File: src/rtl/core/crcfac_pkg.sv
// shared types, constants and crc byte update for the crc-32 framer
`default_nettype none

package crcfac_pkg;

  localparam logic [31:0] CRC_INIT = 32'hFFFF_FFFF;
  localparam logic [31:0] CRC_POLY = 32'hEDB8_8320;

  typedef enum logic [1:0] {
    STAT_OK    = 2'd0,
    STAT_BAD   = 2'd1,
    STAT_SHORT = 2'd2
  } frame_status_t;

  // reflected crc-32, one byte in, lsb first
  function automatic logic [31:0] crc_feed(input logic [31:0] crc_in,
                                           input logic [7:0] byte_in);
    logic [31:0] c;
    c = crc_in ^ {24'd0, byte_in};
    for (int k = 0; k < 8; k++) begin
      if (c[0]) begin
        c = (c >> 1) ^ CRC_POLY;
      end else begin
        c = c >> 1;
      end
    end
    return c;
  endfunction

endpackage

`default_nettype wire

File: src/rtl/core/crc32_frame_append_check.sv
// crc-32 frame append / check block with registered request output
// a request's first output is registered and shows in the cycle after acceptance, but a
//   byte held in check mode leaves later; one byte per cycle while out_ready is high; a
//   final byte holds input until its crc trailer is out, or in check mode with payload
//   its status; rst (sync, active high) clears mode to append, crc to all ones, delay
//   line and byte count to zero, and drops any pending output
`default_nettype none

module crc32_frame_append_check
  import crcfac_pkg::*;
(
  input  wire logic       clk,
  input  wire logic       rst,
  // configuration
  input  wire logic       cfg_wr_en,
  input  wire logic       cfg_wr_data,
  // input requests
  input  wire logic       in_valid,
  output logic            in_ready,
  input  wire logic [7:0] data_byte,
  input  wire logic       last_byte,
  // output requests
  output logic            out_valid,
  input  wire logic       out_ready,
  output logic [7:0]      out_byte,
  output logic            byte_valid,
  output logic            out_last,
  output logic [1:0]      frame_status
);

  // mode and frame state
  logic        check_mode;
  logic [31:0] crc;
  logic [7:0]  delay [4];
  logic [2:0]  count;

  // pending results behind the output register
  // append: up to four crc bytes taken from the top of pend_word
  // check: one status request
  logic [2:0]  pend_cnt;
  logic        pend_is_stat;
  logic [31:0] pend_word;
  logic [1:0]  pend_status;

  logic out_free;
  logic accept;
  logic pend_pop;

  assign out_free = !out_valid || out_ready;
  // a new request is taken only once all extra results of the previous one are out
  assign in_ready = (pend_cnt == 3'd0) && out_free;
  assign accept   = in_valid && in_ready;
  assign pend_pop = (pend_cnt != 3'd0) && out_free;

  // append path: crc over the incoming byte
  logic [31:0] crc_app;
  logic [31:0] crc_fin;
  assign crc_app = crc_feed(crc, data_byte);
  assign crc_fin = ~crc_app;

  // check path: the oldest delay byte leaves as payload once four are held
  logic        full;
  logic [31:0] crc_chk;
  logic        too_short;
  logic [31:0] rx_trailer;
  logic [1:0]  chk_status;
  logic [2:0]  count_next;

  assign full       = (count == 3'd4);
  assign crc_chk    = full ? crc_feed(crc, delay[0]) : crc;
  // fewer than four bytes after this one is shifted in
  assign too_short  = (count < 3'd3);
  assign rx_trailer = {delay[1], delay[2], delay[3], data_byte};
  assign count_next = full ? count : count + 3'd1;

  always_comb begin
    if (too_short) begin
      chk_status = STAT_SHORT;
    end else if (rx_trailer == ~crc_chk) begin
      chk_status = STAT_OK;
    end else begin
      chk_status = STAT_BAD;
    end
  end

  always_ff @(posedge clk) begin
    if (rst) begin
      check_mode   <= 1'b0;
      crc          <= CRC_INIT;
      delay        <= '{default: 8'd0};
      count        <= 3'd0;
      pend_cnt     <= 3'd0;
      pend_is_stat <= 1'b0;
      out_valid    <= 1'b0;
    end else begin
      // ---------------- output register and pending results ----------------
      if (pend_pop) begin
        out_valid <= 1'b1;
        if (pend_is_stat) begin
          out_byte     <= 8'd0;
          byte_valid   <= 1'b0;
          out_last     <= 1'b1;
          frame_status <= pend_status;
        end else begin
          out_byte     <= pend_word[31:24];
          byte_valid   <= 1'b1;
          out_last     <= (pend_cnt == 3'd1);
          frame_status <= STAT_OK;
          pend_word    <= {pend_word[23:0], 8'd0};
        end
        pend_cnt <= pend_cnt - 3'd1;
      end else if (accept && !check_mode) begin
        // append: byte passes through, crc bytes queue behind it on the final byte
        out_valid    <= 1'b1;
        out_byte     <= data_byte;
        byte_valid   <= 1'b1;
        out_last     <= 1'b0;
        frame_status <= STAT_OK;
        if (last_byte) begin
          pend_cnt     <= 3'd4;
          pend_is_stat <= 1'b0;
          pend_word    <= crc_fin;
        end
      end else if (accept && full) begin
        // check: oldest byte leaves as payload, status follows on the final byte
        out_valid    <= 1'b1;
        out_byte     <= delay[0];
        byte_valid   <= 1'b1;
        out_last     <= 1'b0;
        frame_status <= STAT_OK;
        if (last_byte) begin
          pend_cnt     <= 3'd1;
          pend_is_stat <= 1'b1;
          pend_status  <= chk_status;
        end
      end else if (accept && last_byte) begin
        // check: frame ends before any payload left, status only
        out_valid    <= 1'b1;
        out_byte     <= 8'd0;
        byte_valid   <= 1'b0;
        out_last     <= 1'b1;
        frame_status <= chk_status;
      end else if (out_ready) begin
        out_valid <= 1'b0;
      end

      // ---------------- frame state ----------------
      if (cfg_wr_en) begin
        // a mode write, even of the same mode, drops any partial frame
        check_mode <= cfg_wr_data;
        crc        <= CRC_INIT;
        delay      <= '{default: 8'd0};
        count      <= 3'd0;
      end else if (accept) begin
        if (last_byte) begin
          crc   <= CRC_INIT;
          delay <= '{default: 8'd0};
          count <= 3'd0;
        end else if (!check_mode) begin
          crc <= crc_app;
        end else begin
          crc      <= crc_chk;
          delay[0] <= delay[1];
          delay[1] <= delay[2];
          delay[2] <= delay[3];
          delay[3] <= data_byte;
          count    <= count_next;
        end
      end
    end
  end

endmodule

`default_nettype wire

File: config.mk
export PLATFORM = sky130hd
export DESIGN_NAME = crc32_frame_append_check
export DESIGN_NICKNAME = d
export VERILOG_FILES = /design/src/rtl/core/crcfac_pkg.sv /design/src/rtl/core/crc32_frame_append_check.sv
export SDC_FILE = /design/constraint.sdc
export NUM_CORES = 1
export LEC_CHECK = 0
export BUFFER_PORTS_ARGS = -buffer_cell sky130_fd_sc_hd__buf_4
export CAP_MARGIN = 5
export CORE_MARGIN = 1
export CORE_UTILIZATION = 40
export CTS_BUF_LIST = sky130_fd_sc_hd__clkbuf_4 sky130_fd_sc_hd__clkbuf_8 sky130_fd_sc_hd__clkbuf_16
export CTS_CLUSTER_DIAMETER = 50
export DETAILED_ROUTE_END_ITERATION = 16
export GPL_TIMING_DRIVEN = 0
export SLEW_MARGIN = 30
export SYNTH_ARGS = -nofsm -noshare
export SYNTH_HDL_FRONTEND = slang
export SYNTH_SLANG_ARGS = --single-unit
File: constraint.sdc
create_clock -name clk -period 5.6 [get_ports clk]
set_input_delay 0.28 -clock clk [delete_from_list [all_inputs] [get_ports clk]]
set_output_delay 0.28 -clock clk [all_outputs]
set_load 0.005 [all_outputs]
* After elaboration in Yosys (flattened, before gate mapping) *
Cells that the tools add are included.

storage, ports and cells
  input port bits = 15
  bits in registers = 119
  word-level logic and storage cells = 141
  output and inout port bits = 14

operators by class
  $add $sub $neg = 2
  $lt $le $gt $ge = 1
  reduce and logical (&&, ||, !) cells = 26
  muxes and demuxes = 64
  eq/ne operators = 9
  bitwise logic cells = 23

operators with widths
  operator                                             number
  two-way mux 32 bit                                   25
  NOT 13 -> 14 bit                                     16
  NOT 32 bit                                           2
  bitwise XOR 32 x 8 -> 32 bit                         2
  two-way mux 8 bit                                    5
  equality test 32 bit                                 1
  two-way mux 3 bit                                    8
  two-way mux 1 bit                                    20
  two-way mux 2 bit                                    6
  != test 2 bit, second input constant                 4
  AND reduction 4 bit                                  2
  nonzero test 2 bit                                   4
  logical AND 1 bit                                    6
  != test 3 bit, second input constant                 2
  AND reduction 3 bit                                  2
  nonzero test 3 bit                                   2
  AND reduction 5 bit                                  1
  nonzero test 5 bit                                   1
  AND reduction 2 bit                                  2
  nonzero test 4 bit                                   1
  adder 3 x 1 -> 3 bit, second input constant          1
  equality test 3 x 1 -> 1 bit, second input constant  1
  equality test 3 bit, second input constant           1
  logical NOT 3 bit                                    1
  other kinds (6)                                      9

* Longest topological paths before layout *
  word-level depth = 26
  gate-level depth with buffers = 12
  depth with buffers taken out = 11

* Least setup slack after synthesis *
OpenSTA, ideal clock, no wires.

  path type = flip-flop to flip-flop
  start point = register pend_cnt[0]
  end point = register pend_word[0], enable pin
  stages on the path, launching flop included = 11
  setup time = 0.421 ns
  buffers on the path = 2
  slack = 2.169 ns
  data arrival time = 3.010 ns
  cell sequence = dfxtp_1 > inv_1 > ha_1 > nand2_1 > nor2_1 > nand2_1 > clkbuf_1 > nor2_1 > clkbuf_1 > a21oi_1 > nor2_1

on the way
  longest elaborated chain between the ends = 6
  elaborated cells between the ends (all ways) = 10
  classes of those cells = eq/ne (1); reduce/logical (9)

ends and longest elaborated chain
  item                           line                             RTL
  start, declared                crc32_frame_append_check.sv:40   logic [2:0] pend_cnt;
  start signal, assigned         crc32_frame_append_check.sv:111  pend_cnt <= pend_cnt - 3'd1;
  logical NOT 3 bit              crc32_frame_append_check.sv:51   assign in_ready = (pend_cnt == 3'd0) && out_free;
  logical AND 1 bit              crc32_frame_append_check.sv:51
  via in_ready                   crc32_frame_append_check.sv:19   output logic in_ready,
  logical AND 1 bit              crc32_frame_append_check.sv:52   assign accept = in_valid && in_ready;
  logical AND 1 bit              crc32_frame_append_check.sv:112  end else if (accept && !check_mode) begin
  nonzero test 2 bit (no line)   -
  AND reduction 4 bit (no line)  -
  end signal, assigned           crc32_frame_append_check.sv:109  pend_word <= {pend_word[23:0], 8'd0};
  end signal, assigned           crc32_frame_append_check.sv:122  pend_word <= crc_fin;
  end, declared                  crc32_frame_append_check.sv:42   logic [31:0] pend_word;

The timed path passes the listed nets, and every way through them passes these cells.
A chain may end at the register's enable or synchronous reset.

* Worst setup path after layout *
  start point = register crc[6]
  end point = register frame_status[0] (data pin)

on the way
  longest elaborated chain between the ends = 20

ends and longest elaborated chain
  item                              line                             RTL
  start, declared                   crc32_frame_append_check.sv:33   logic [31:0] crc;
  start signal, assigned            crc32_frame_append_check.sv:160  crc <= crc_app;
  start signal, assigned            crc32_frame_append_check.sv:162  crc <= crc_chk;
  bitwise XOR 32 x 8 -> 32 bit      crcfac_pkg.sv:19                 c = crc_in ^ {24'd0, byte_in};
  NOT 13 -> 14 bit (no line)        -
  two-way mux 32 bit (7 in series)  crcfac_pkg.sv:21                 if (c[0]) begin
  NOT 13 -> 14 bit (no line)        -
  two-way mux 32 bit                crcfac_pkg.sv:21
  two-way mux 32 bit *              crc32_frame_append_check.sv:70   assign crc_chk = full ? crc_feed(crc, delay[0]) : crc;
  NOT 32 bit *                      crc32_frame_append_check.sv:79   end else if (rx_trailer == ~crc_chk) begin
  equality test 32 bit *            crc32_frame_append_check.sv:79
  two-way mux 1 bit *               crc32_frame_append_check.sv:79
  two-way mux 2 bit *               crc32_frame_append_check.sv:77   if (too_short) begin
  two-way mux 2 bit *               crc32_frame_append_check.sv:136  end else if (accept && last_byte) begin
  two-way mux 2 bit *               crc32_frame_append_check.sv:124  end else if (accept && full) begin
  two-way mux 2 bit *               crc32_frame_append_check.sv:112
  two-way mux 2 bit *               crc32_frame_append_check.sv:97   if (pend_pop) begin
  end signal, assigned              crc32_frame_append_check.sv:103  frame_status <= pend_status;
  end signal, assigned              crc32_frame_append_check.sv:142  frame_status <= chk_status;
  end, declared                     crc32_frame_append_check.sv:28   output logic [1:0] frame_status

Mark *: on every way between the ends. The rest lies on a longest branch, timed or not. The select of a mux whose other input is x is not followed.

==> flow_summary.json <==
{
  "status": "completed",
  "fin_crit_ns": 3.85,
  "hold_buffers": 0,
  "nNetsFinal": 911,
  "syn2layout_area_growth_pct": 14.9,
  "clk_pin_slew_worst_paths_ns": 0.06,
  "worst_pin_slew_ns": 0.925,
  "max_freq_mhz": 260,
  "first_iter_violations": 877,
  "synth.area.top_cells": "dfxtp_1, edfxtp_1, xnor2_1, nor2_1, nand2_1",
  "ys_top_cells_by_count": "nor2_1, xnor2_1, nand2_1, dfxtp_1, a21oi_1",
  "drc_errors": 0,
  "synth.distinct_cells": 55,
  "grtUsageMet1_pct": 37.2,
  "gr-usage-met3_pct": 6.19,
  "grt-ovfl-total": 0,
  "h-tree-depth": 4,
  "clk_latency_ns": 0.43,
  "synth_async_sr_flop_share_pct": 0,
  "cts-root-buf": "clkbuf_16",
  "cts_tree": "yes",
  "setup_viol_count_final": 0,
  "postSynthCellCount": 843,
  "numCtsBuffers": 17,
  "grt_pass1_wl_mm": 39.3,
  "viasPerCell": 5.92,
  "worst_setup_path_end_kind": "flip-flop",
  "dr.pass1.iters": 6,
  "yosys_warnings": 0,
  "drive_gt1_share_pct": 10.7,
  "min_path_cells": 3,
  "synth_flop_cell": "dfxtp_1",
  "rr_worst_depth": 9,
  "clockBufferDepth": 2,
  "finalHoldViolCount": 0,
  "yosysTopAreaCellShare_pct": 19.2,
  "worst_setup_path_start_kind": "flip-flop",
  "power.density_nw_per_um2": 449,
  "grt_usage_pct": 27.7,
  "finalCritPeriodShare_pct": 68.8,
  "ir_worst_vdd_mv": 0.159,
  "wl_per_cell_microns": 23.3,
  "synth_nets": 863,
  "vias": 6738,
  "dieArea_sq_um": 19600,
  "clock_skew_ns": 0.0112,
  "tns_ns": 0,
  "worst_hold_path_type": "input pin to flip-flop",
  "required_ns": 5.77,
  "rsz0062_at_grt": "no",
  "ioPinCount": 29,
  "ys_seq_area_share_pct": 37.3,
  "syn-cell-area_sq_um": 7610,
  "fill_cells": 1834,
  "critPathMaxFanout": 5,
  "die_w_microns": 140,
  "synth_seq_cells": 119,
  "avgSynthCellArea_sq_um": 9.03,
  "core_area_sq_um": 18700,
  "drt_wl_total_mm": 26.5,
  "diodes": 0,
  "finalWeightedCongestion": 0.956,
  "use_met2_pct": 42.3,
  "synth_top_cell_by_area": "dfxtp_1",
  "portBuffers": 28,
  "initial_core_util_pct": 40.7,
  "cts_setup_buffers": 0,
  "cp_slowest_cell": "xnor3_2",
  "relSlewSlack_pct": 37.9,
  "yosysMostFrequentCell": "nor2_1",
  "drv_slew": 0,
  "drtAntennaViolNets": 0,
  "die_h_microns": 140,
  "fin_util_pct": 46.8,
  "cts_sinks": 119,
  "p_leak_uw": 0.00316,
  "critical_path_arrival_ns": 4.03,
  "worstPathCellList": "xnor2_2, xnor3_2, xnor3_1, mux2i_1, xnor2_1, nand2_1, nor4_1, nand4_1, a32o_1",
  "cap_violations": 0,
  "hpwl_mm": 20.0,
  "busiest_layer": "met2",
  "synth_edf_count": 46,
  "grt_pass1_vias": 6276,
  "antenna_found_initial": 0,
  "max_stage_delay_ns": 0.59,
  "worstSetupPathType": "flip-flop to flip-flop",
  "grt_max_degree": 22,
  "postCtsResizedCells": 0,
  "num_rows": 50
}
[worst max-delay path: cells and delay by family, from the launching register on]
family | cells | cell delay (ns)
AOI/OAI and AO/OA | 1 | 0.32
xor gates and xnor gates | 4 | 1.79
DFF | 1 | 0.40
muxes | 1 | 0.43
and+or+nand+nor | 3 | 0.66
[power breakdown]
part	switching (uW)	internal [uW]
Combinational	1000	590
Clock	419	670
Sequential	74.2	1170
[final timing paths]
path                from              end  slack, ns
min reg2reg  pend_cnt[1]      pend_cnt[1]       0.50
min          cfg_wr_data       check_mode       0.09
max               crc[6]  frame_status[0]       1.75
max reg2reg       crc[6]  frame_status[0]       1.75
[layer usage]
metal  part of all wire (%)  wire length (microns)
met4                    4.3                   1150
met2                     45                  11800
met5                      0                      0
met3                    9.3                   2470
met1                     42                  11000
[area by class of cell]
| class | instances | area (sq um) | share of cell area, % |
|---|---|---|---|
| plain buffers | 60 | 240 | 2.74 |
| multi-input cells | 652 | 4510 | 51.5 |
| repair buffers | 29 | 238 | 2.72 |
| inverters | 12 | 45.0 | 0.515 |
| clock inverters | 10 | 95.1 | 1.09 |
| well taps | 234 | 293 | 3.35 |
| flip-flops and latches | 119 | 2840 | 32.5 |
| clock buffers | 22 | 493 | 5.63 |
[registers in the layout (all words and copies together) (netlist names)]
signal	flops
byte_valid	1
check_mode	1
count	3
crc	32
delay	32
frame_status	2
out_byte	8
out_last	1
out_valid	1
pend_cnt	3
pend_is_stat	1
pend_status	2
pend_word	32
[cell usage in the layout, fill, tap and decap left out, types with 10 or more instances in the layout]
master     instances
inv_1             11
edfxtp_1          46
clkbuf_1          47
xnor2_2           13
buf_4             28
xor2_1            34
a21oi_1           56
a22oi_1           44
clkbuf_16         18
xnor2_1          109
o22ai_1           25
dfxtp_1           73
xnor3_1           12
nand2_1          102
o21ai_0           28
nor2_1           110
nand3_1           10
[cell families (layout without fill, tap and decap cells)]
logic type / count (synthesis) / in the layout / synth area share (%)
and+or+nand+nor: 260 / 260 / 14.2
AOI/OAI and AO/OA: 199 / 199 / 16.8
xor gates and xnor gates: 178 / 178 / 25.7
DFF: 119 / 119 / 37.3
buffers and inverters: 72 / 133 / 3.75
muxes: 10 / 10 / 1.36
adders and majority gates: 5 / 5 / 0.822
[stage by stage]
step                      area [sq um]  hold slack [ns]  std cells  setup slack [ns]  total power (uW)
after detailed placement          8160            0.494       1106              1.88              2830
after global routing              8750           0.0996       1138              1.71              4130
after floorplan                   7610            0.414        843              2.17              2300
after CTS                         8750           0.0890       1138              1.86              3920
after global placement            8120            0.489       1105              1.07              2810
final                             8750           0.0945       1138              1.75              3930
(Power assumes the default switching activity.)
